===== config.mk =====
export PLATFORM = sky130hd
export DESIGN_NAME = bsa_csr
export DESIGN_NICKNAME = d
export VERILOG_FILES = /design/src/sv/bsa_pkg.sv /design/src/sv/bsa_csr.sv
export SDC_FILE = /design/constraint.sdc
export NUM_CORES = 1
export LEC_CHECK = 0
export BUFFER_PORTS_ARGS = -buffer_cell sky130_fd_sc_hd__buf_2
export CORE_MARGIN = 1
export CORE_UTILIZATION = 38
export DETAILED_ROUTE_END_ITERATION = 10
export PLACE_DENSITY = 0.76
export SLEW_MARGIN = 0
export SYNTH_ARGS = -nofsm -noshare
export SYNTH_HDL_FRONTEND = slang
export SYNTH_SLANG_ARGS = --single-unit

===== constraint.sdc =====
create_clock -name clock -period 1.2 [get_ports clock]
set_input_delay 0.24 -clock clock [delete_from_list [all_inputs] [get_ports clock]]
set_output_delay 0.24 -clock clock [all_outputs]
set_load 0.02 [all_outputs]

===== src/sv/bsa_pkg.sv =====
// Shared types, constants and codes of the bitmap slot allocator.
// No dependencies; the design and checker files refer to it by scoped names.
package bsa_pkg;

   localparam int MAX_SLOTS   = 4096;
   localparam int WORD_BITS   = 32;
   localparam int WORD_COUNT  = (MAX_SLOTS + WORD_BITS - 1) / WORD_BITS;
   localparam int WORD_AW     = $clog2(WORD_COUNT);
   localparam int BIT_W       = $clog2(WORD_BITS);
   localparam int SLOT_W      = 12;
   localparam int COUNT_W     = 13;
   localparam int COUNTER_CAP = (MAX_SLOTS < 8191) ? MAX_SLOTS : 8191;
   localparam int CSR_AW      = 4;
   localparam int CSR_DW      = 32;

   // register indexes
   localparam logic [1:0] REG_SLOT_COUNT   = 2'd0;
   localparam logic [1:0] REG_RESERVE_ZERO = 2'd1;
   localparam logic [1:0] REG_FREE_START   = 2'd2;

   // actions
   localparam logic ACT_ALLOC = 1'b0;
   localparam logic ACT_FREE  = 1'b1;

   // status codes
   localparam logic [1:0] STAT_OK        = 2'd0;
   localparam logic [1:0] STAT_NONE_FREE = 2'd1;
   localparam logic [1:0] STAT_RANGE     = 2'd2;

   typedef struct packed {
      logic              action;
      logic [SLOT_W-1:0] slot_index;
   } req_type;

   typedef struct packed {
      logic [1:0]         status;
      logic [SLOT_W-1:0]  granted_index;
      logic [COUNT_W-1:0] free_left;
   } rsp_type;

   typedef struct packed {
      logic [COUNT_W-1:0] slot_count;
      logic               reserve_zero;
      logic               load;
      logic [COUNT_W-1:0] load_value;
   } cfg_type;

   typedef struct packed {
      logic                 rd_en;
      logic [WORD_AW-1:0]   rd_addr;
      logic                 wr_en;
      logic [WORD_AW-1:0]   wr_addr;
      logic [WORD_BITS-1:0] wr_data;
   } mem_req_type;

endpackage


===== src/sv/bsa_csr.sv =====
// Configuration registers of the slot allocator behind the APB-style port.
// Depends on bsa_pkg.
module bsa_csr (
   input  logic                         clock,
   input  logic                         reset,
   input  logic                         csr_psel,
   input  logic                         csr_penable,
   input  logic                         csr_pwrite,
   input  logic [bsa_pkg::CSR_AW-1:0]   csr_paddr,
   input  logic [bsa_pkg::CSR_DW-1:0]   csr_pwdata,
   output logic [bsa_pkg::CSR_DW-1:0]   csr_prdata,
   output logic                         csr_pready,
   output bsa_pkg::cfg_type             cfg
);

   logic [bsa_pkg::COUNT_W-1:0] slot_count_ff, slot_count_in;
   logic                        reserve_ff, reserve_in;
   logic [bsa_pkg::COUNT_W-1:0] start_ff, start_in;
   logic                        wr_hit;
   logic [1:0]                  reg_idx;
   logic [bsa_pkg::COUNT_W-1:0] wr_val;

   assign csr_pready = 1'b1;
   assign wr_hit     = csr_psel && csr_penable && csr_pwrite;
   assign reg_idx    = csr_paddr[3:2];
   assign wr_val     = csr_pwdata[bsa_pkg::COUNT_W-1:0];

   always_comb begin
      slot_count_in = slot_count_ff;
      reserve_in    = reserve_ff;
      start_in      = start_ff;
      if (wr_hit) begin
         case (reg_idx)
            bsa_pkg::REG_SLOT_COUNT:   slot_count_in = wr_val;
            bsa_pkg::REG_RESERVE_ZERO: reserve_in    = csr_pwdata[0];
            bsa_pkg::REG_FREE_START:   start_in      = wr_val;
            default: ;
         endcase
      end
   end

   always_ff @(posedge clock) begin
      if (reset) begin
         slot_count_ff <= bsa_pkg::COUNT_W'(bsa_pkg::MAX_SLOTS);
         reserve_ff    <= 1'b0;
         start_ff      <= bsa_pkg::COUNT_W'(4096);
      end else begin
         slot_count_ff <= slot_count_in;
         reserve_ff    <= reserve_in;
         start_ff      <= start_in;
      end
   end

   always_comb begin
      case (reg_idx)
         bsa_pkg::REG_SLOT_COUNT:
            csr_prdata = bsa_pkg::CSR_DW'(slot_count_ff);
         bsa_pkg::REG_RESERVE_ZERO:
            csr_prdata = bsa_pkg::CSR_DW'(reserve_ff);
         bsa_pkg::REG_FREE_START:
            csr_prdata = bsa_pkg::CSR_DW'(start_ff);
         default:
            csr_prdata = '0;
      endcase
   end

   // clamp the counter load to the counter cap
   always_comb begin
      cfg.slot_count   = slot_count_ff;
      cfg.reserve_zero = reserve_ff;
      cfg.load         = wr_hit && (reg_idx == bsa_pkg::REG_FREE_START);
      cfg.load_value   = (wr_val > bsa_pkg::COUNT_W'(bsa_pkg::COUNTER_CAP)) ?
                         bsa_pkg::COUNT_W'(bsa_pkg::COUNTER_CAP) : wr_val;
   end

endmodule


==> results of run 1 <==
## placed cells by master, fill, tap and decap left out, types with 5 or more instances in the layout
cell type	count
buf_2	42
nand2b_1	38
nor2_2	10
dfxtp_2	23
nor2_1	5
buf_4	19
mux2i_1	39
nor2b_1	12
buf_6	15
conb_1	20
## critical path, cell delays in order
cell and delay [ns]:
buf_6 0.07, nand3_2 0.07, or3b_4 0.42, inv_8 0.07, buf_6 0.10
## worst min-delay path by stage
stage	from	to	slack [ns]
finish	csr_pwdata[8]	slot_count_ff[8]	0.24
global route	csr_pwdata[9]	slot_count_ff[9]	0.25
CTS	csr_pwdata[8]	slot_count_ff[8]	0.24
detailed placement	start_ff[3]	start_ff[3]	0.46
global placement	start_ff[2]	start_ff[2]	0.46
floorplan	csr_pwdata[10]	start_ff[10]	0.42
## cells by family (layout without fill, tap and decap cells)
group | count (synthesis) | in the layout
compound gates | 1 | 1
flops | 27 | 27
buf+inv | 35 | 82
simple gates | 71 | 71
mux | 40 | 40
other cells | 2 | 20
## metal layers
layer | up-vias | wire [um] | track usage, %
met1 | 569 | 1490 | 18.8
met3 | 6 | 156 | 1.54
met5 | - | 0 | 0
li1 | 650 | - | -
met2 | 53 | 1560 | 24.9
met4 | 0 | 48 | 5.59
## cell type report
type                       count  area, sq um  area share [%]
multi-input combinational    132          928            43.1
tap                           50         62.6            2.90
timing repair buffer          77          537            24.9
inverter                       1         11.3           0.523
clock inverter                 1         5.00           0.232
sequential                    27          569            26.4
clock buffer                   3         41.3            1.92
## flip-flops by register name (all words and copies together), names as in the netlist
signal,flops
slot_count_ff,13
start_ff,13
reserve_ff,1
## repair_timing
action / 4_1_cts / 5_1_grt
setup endpoints to repair: 13 / 14
buffers inserted: 4 / 0
pin swaps: 2 / 2
endpoints found under the hold margin: 0 / 0
gates resized for setup: 32 / 28
## power groups by stage
stage	logic [uW]	clock network, uW	registers, uW
global route	386	585	917
global placement	328	0	935
floorplan	275	0	941
finish	356	515	915
detailed placement	330	0	935
CTS	349	530	914
## through the flow
| stage | instances | hold slack (ns) |
|---|---|---|
| 2_1_floorplan | 194 | 0.416 |
| 3_3_place_gp | 283 | 0.460 |
| 3_5_place_dp | 283 | 0.465 |
| 4_1_cts | 291 | 0.241 |
| 5_1_grt | 291 | 0.246 |
| 6_report | 291 | 0.243 |
==> results.sh, run 1 <==
export IMPL_synth_mux_area_fraction_pct=25.2
export IMPL_root_buffer="clkbuf_8"
export IMPL_async_reset_ff_share_pct=0
export IMPL_yosysWarnings=0
export IMPL_dp_slack_ns=-0.172
export IMPL_nNetsFinal=283
export IMPL_crit_arrival_ns=0.97
export IMPL_min_period_over_period_pct=101
export IMPL_rsz0062_at_grt="yes"
export IMPL_finalHoldViolCount=0
export IMPL_synthMostInstantiatedCell="mux2i_1"
export IMPL_clk_pin_slew_ns=0.09
export IMPL_synth_top_family_by_area="simple AND/OR/NAND/NOR gates"
export IMPL_hold_buffers=0
export IMPL_first_pass_iters=4
export IMPL_htreeDepth=1
export IMPL_hold_path_depth=3
export IMPL_ys_ff_latch=27
export IMPL_antenna_left=0
export IMPL_fin_tns_setup_ns=-0.0185
export IMPL_yosys_area_top_type="dfxtp_1"
export IMPL_yosys_top_cells_area="dfxtp_1, mux2i_1, nand2b_1"
export IMPL_violations="negative setup slack"
export IMPL_clock_path_buffers=2
export IMPL_nFillCells=353
export IMPL_power_leakage_uw=0.00107
export IMPL_cts_sink_count=27
export IMPL_drc=0
export IMPL_synth_ff_type="dfxtp_1"
export IMPL_grt_pass1_vias=1085
export IMPL_numCtsBuffers=3
export IMPL_combPwrFrac_pct=19.9
export IMPL_setup_viol_count_final=2
export IMPL_syn_to_final_growth_pct=35.7
export IMPL_path_max_fanout=2
export IMPL_placed_area_sq_mm=0.00193
export IMPL_yosysUniqueCellTypes=18
export IMPL_grt_ovfl_total=0
export IMPL_critPathCapture="cfg[13]"
export IMPL_synthAdderAreaFrac_pct=0
export IMPL_p_int_uw=1290
export IMPL_crit_path_end_kind="output pin"
export IMPL_worstPathRequired_ns=0.96
export IMPL_crit_type="in2out"
export IMPL_syn_inst=176
export IMPL_finalPower_uw=1790
export IMPL_port_buffers=60
export IMPL_ios=102
export IMPL_grt_pass1_wl_um=4900
export IMPL_avgViaCountPerCell=4.39
export IMPL_synthesis_area_sq_mm=0.00159
export IMPL_p_clk_share_pct=28.8
export IMPL_synth_compound_area_share_pct=0.315
export IMPL_fin_util_pct=53.9
export IMPL_peakVddDrop_mv=0.374
export IMPL_r2r_start="slot_count_ff[12]"
export IMPL_switching_share_pct=28.1
export IMPL_dpl_hpwl_um=2410
export IMPL_design_area_sq_mm=0.00215
export IMPL_relSlewSlack_pct=66.1
export IMPL_clk_insertion_delay_late_ns=0.27
export IMPL_start_util_pct=39.7
export IMPL_crit_start="csr_pwrite"
export IMPL_r2r_end="slot_count_ff[12]"
export IMPL_wl_per_cell_um=11.2
export IMPL_min_period_ns=1.21
export IMPL_drt_initial_drc_count=32
export IMPL_synth_xor_area_share_pct=0
export IMPL_track_usage_pct=14.6
export IMPL_die_area_sq_mm=0.00444
export IMPL_fp_dieH_um=66.6
export IMPL_avgSynthCellArea_sq_um=9.02
export IMPL_p_seq_share_pct=51.2
export IMPL_cts_tree="built"
export IMPL_switchingPower_uw=501
export IMPL_rows=23
export IMPL_hold_path_class="in2reg"
export IMPL_synth_edf_count=0
export IMPL_drive_above_1_share_pct=49.8
export IMPL_rrSetupSlack_ns=0.46
export IMPL_skew_ns=0
export IMPL_synth_simple_area_share_pct=25.5
export IMPL_grt_max_degree=41
export IMPL_fin_ws_ns=-0.0110
export IMPL_drv_cap=0
export IMPL_fmax_mhz=826
export IMPL_start_kind="input port"
export IMPL_tightest_slew_ns=0.509
export IMPL_die_width_um=66.6
export IMPL_core_area_sq_mm=0.00400
export IMPL_r2r_cells=3
export IMPL_ys_top_cells_by_count="mux2i_1, nand2b_1, dfxtp_1"
export IMPL_antenna_found_initial=0
export IMPL_num_vias=1278
export IMPL_n_antenna_cell=0
export IMPL_routed_wl_um=3260
export IMPL_gp_congestion=0.681
export IMPL_drv_slew=0
export IMPL_powerDensity_mw_per_mm2=829
export IMPL_synth_top_area_share_pct=34.0
export IMPL_status="complete, but fails checks"
export IMPL_yosysSeqAreaShare_pct=34.0
Power figures use the tool's default switching activity.
==> run 2: changes to the inputs <==
==> constraint.sdc (replaced) <==
create_clock -name clock -period 1.2 [get_ports clock]
set_input_delay 0.12 -clock clock [delete_from_list [all_inputs] [get_ports clock]]
set_output_delay 0.12 -clock clock [all_outputs]
set_load 0.02 [all_outputs]
==> run 2 against run 1 <==
Compared with the run above:
- the run now ends clean
- fmax increased by 8.0%
- via count rose by 0.70%
- core utilization decreased by 4.8 points
- global-route usage grew 0.11 points
- sequential power barely moved
- critical path depth decreased by 2
- total power fell by 2.5%
- die area did not move
- non-clock buffer count decreased by 4
- design area shrank 8.9%
- final cell count is 1.4% lower
- clock skew did not move
- highest routed layer unchanged
==> results.sh, run 2 (synthesized netlist as in run 1, its figures left out) <==
export IMPL_path_depth=3
export IMPL_numCtsBuffers=3
export IMPL_busiest_layer="met2"
export IMPL_die_area_sq_mm=0.00444
export IMPL_cts_setup_buffers=0
export IMPL_wl_per_cell_um=11.0
export IMPL_crit_type="reg2out"
export IMPL_max_stage_delay_ns=0.36
export IMPL_cts_sink_count=27
export IMPL_r2r_end="slot_count_ff[6]"
export IMPL_peakVddDrop_mv=0.407
export IMPL_layout_common_cells="buf_2, mux2i_1, nand2b_1"
export IMPL_drc=0
export IMPL_rrSetupSlack_ns=0.59
export IMPL_p_seq_share_pct=52.4
export IMPL_routed_wl_um=3150
export IMPL_rsz0062_at_grt="no"
export IMPL_dpl_hpwl_um=2510
export IMPL_clock_path_buffers=2
export IMPL_min_period_ns=1.12
export IMPL_fin_ws_ns=0.0782
export IMPL_holdWs_ns=0.137
export IMPL_switching_share_pct=26.9
export IMPL_hp_start="csr_pwdata[9]"
export IMPL_drv_cap=0
export IMPL_clk_pin_slew_ns=0.09
export IMPL_fp_dieH_um=66.6
export IMPL_port_buffers=60
export IMPL_switchingPower_uw=470
export IMPL_p_clk_share_pct=28.4
export IMPL_crit_arrival_ns=1.00
export IMPL_nNetsFinal=279
export IMPL_drt_initial_drc_count=44
export IMPL_antenna_left=0
export IMPL_start_kind="register"
export IMPL_clk_insertion_delay_late_ns=0.26
export IMPL_slowest_stage="dfxtp_1"
export IMPL_crit_family="flip-flops"
export IMPL_powerDensity_mw_per_mm2=888
export IMPL_dp_slack_ns=-0.0558
export IMPL_min_period_over_period_pct=93.5
export IMPL_skew_ns=0
export IMPL_grt_max_degree=22
export IMPL_ios=102
export IMPL_syn_to_final_growth_pct=23.6
export IMPL_fmax_mhz=891
export IMPL_p_int_uw=1270
export IMPL_worstPathRequired_ns=1.08
export IMPL_grt_pass1_wl_um=5020
export IMPL_final_common_cell="buf_2"
export IMPL_gr_usage_met2_pct=25.6
export IMPL_num_vias=1287
export IMPL_gp_congestion=0.719
export IMPL_drive_above_1_share_pct=33.8
export IMPL_cp_cell_sequence="mux2i_1 > o21ai_0 > buf_2"
export IMPL_die_width_um=66.6
export IMPL_start_util_pct=39.7
export IMPL_core_area_sq_mm=0.00400
export IMPL_top_regs="slot_count_ff: 13 flops, start_ff: 13 flops, reserve_ff: 1 flops"
export IMPL_hold_path_class="in2reg"
export IMPL_nFillCells=393
export IMPL_status="complete, no violations"
export IMPL_antenna_found_initial=0
export IMPL_power_leakage_uw=0.00102
export IMPL_n_antenna_cell=0
export IMPL_root_buffer="clkbuf_8"
export IMPL_path_max_fanout=3
export IMPL_htreeDepth=1
export IMPL_track_usage_pct=14.7
export IMPL_drv_slew=0
export IMPL_r2r_start="slot_count_ff[6]"
export IMPL_setup_viol_count_final=0
export IMPL_hold_path_depth=3
export IMPL_grt_pass1_vias=1088
export IMPL_grt_ovfl_total=0
export IMPL_rows=23
export IMPL_crit_path_end_kind="output pin"
export IMPL_avgViaCountPerCell=4.48
export IMPL_grtUsageMet3_pct=2.57
export IMPL_r2r_cells=2
export IMPL_fin_tns_setup_ns=0
export IMPL_finalHoldViolCount=0
export IMPL_first_pass_iters=4
export IMPL_min_to="start_ff[9]"
export IMPL_critPathBufInv=1
export IMPL_cts_tree="built"
export IMPL_combPwrFrac_pct=19.1
export IMPL_use_met1_pct=19.1
-- run 2: what timing repair did --
action	4_1_cts	5_1_grt
hold buffers	0	0
setup endpoints to repair	0	3
resized for setup	0	3
-- run 2: metrics by stage --
stage,area (sq um),power (uW),cells,utilization [%]
final,1960,1740,287,49.1
after global routing,1960,1840,287,49.1
after CTS,1960,1770,287,48.9
after detailed placement,1910,1270,283,47.8
after global placement,1910,1270,283,47.8
after floorplan,1660,1210,194,-
-- run 2: final cells by class --
cell class | count | area [sq um] | area share [%]
clock buffer | 4 | 45.0 | 2.29
timing repair buffer | 73 | 413 | 21.0
tap | 50 | 62.6 | 3.19
multi-input combinational | 132 | 892 | 45.4
sequential | 27 | 542 | 27.6
inverter | 1 | 8.76 | 0.446
-- run 2: metal layers --
metal  vias to the layer above  part of all wire [%]  wire, um
met2                        48                    50      1560
met1                       590                    44      1400
met3                         2                   5.6       178
met5                         -                     0         0
li1                        647                     -         -
met4                         0                  0.22         7
-- run 2: power groups by stage --
stage / Combinational (uW) / Sequential, uW / Clock, uW
final: 334 / 914 / 495
after global routing: 364 / 916 / 560
after global placement: 331 / 935 / 0
after detailed placement: 335 / 935 / 0
after floorplan: 266 / 941 / 0
after CTS: 336 / 914 / 523
-- run 2: worst max path at each step --
stage	startpoint	endpoint	slack, ns
after detailed placement	csr_pwrite	start_ff[10]	-0.06
after global routing	slot_count_ff[0]	csr_prdata[0]	0.001
final	slot_count_ff[0]	csr_prdata[0]	0.08
after CTS	csr_pwrite	cfg[13]	0.0004
after floorplan	slot_count_ff[0]	csr_prdata[0]	0.06
after global placement	csr_pwrite	start_ff[12]	-0.04
-- run 2: worst reg2reg max path: stages (launching register included) --
cell	delay, ns
dfxtp_1	0.36
nand2b_1	0.06
mux2i_1	0.12
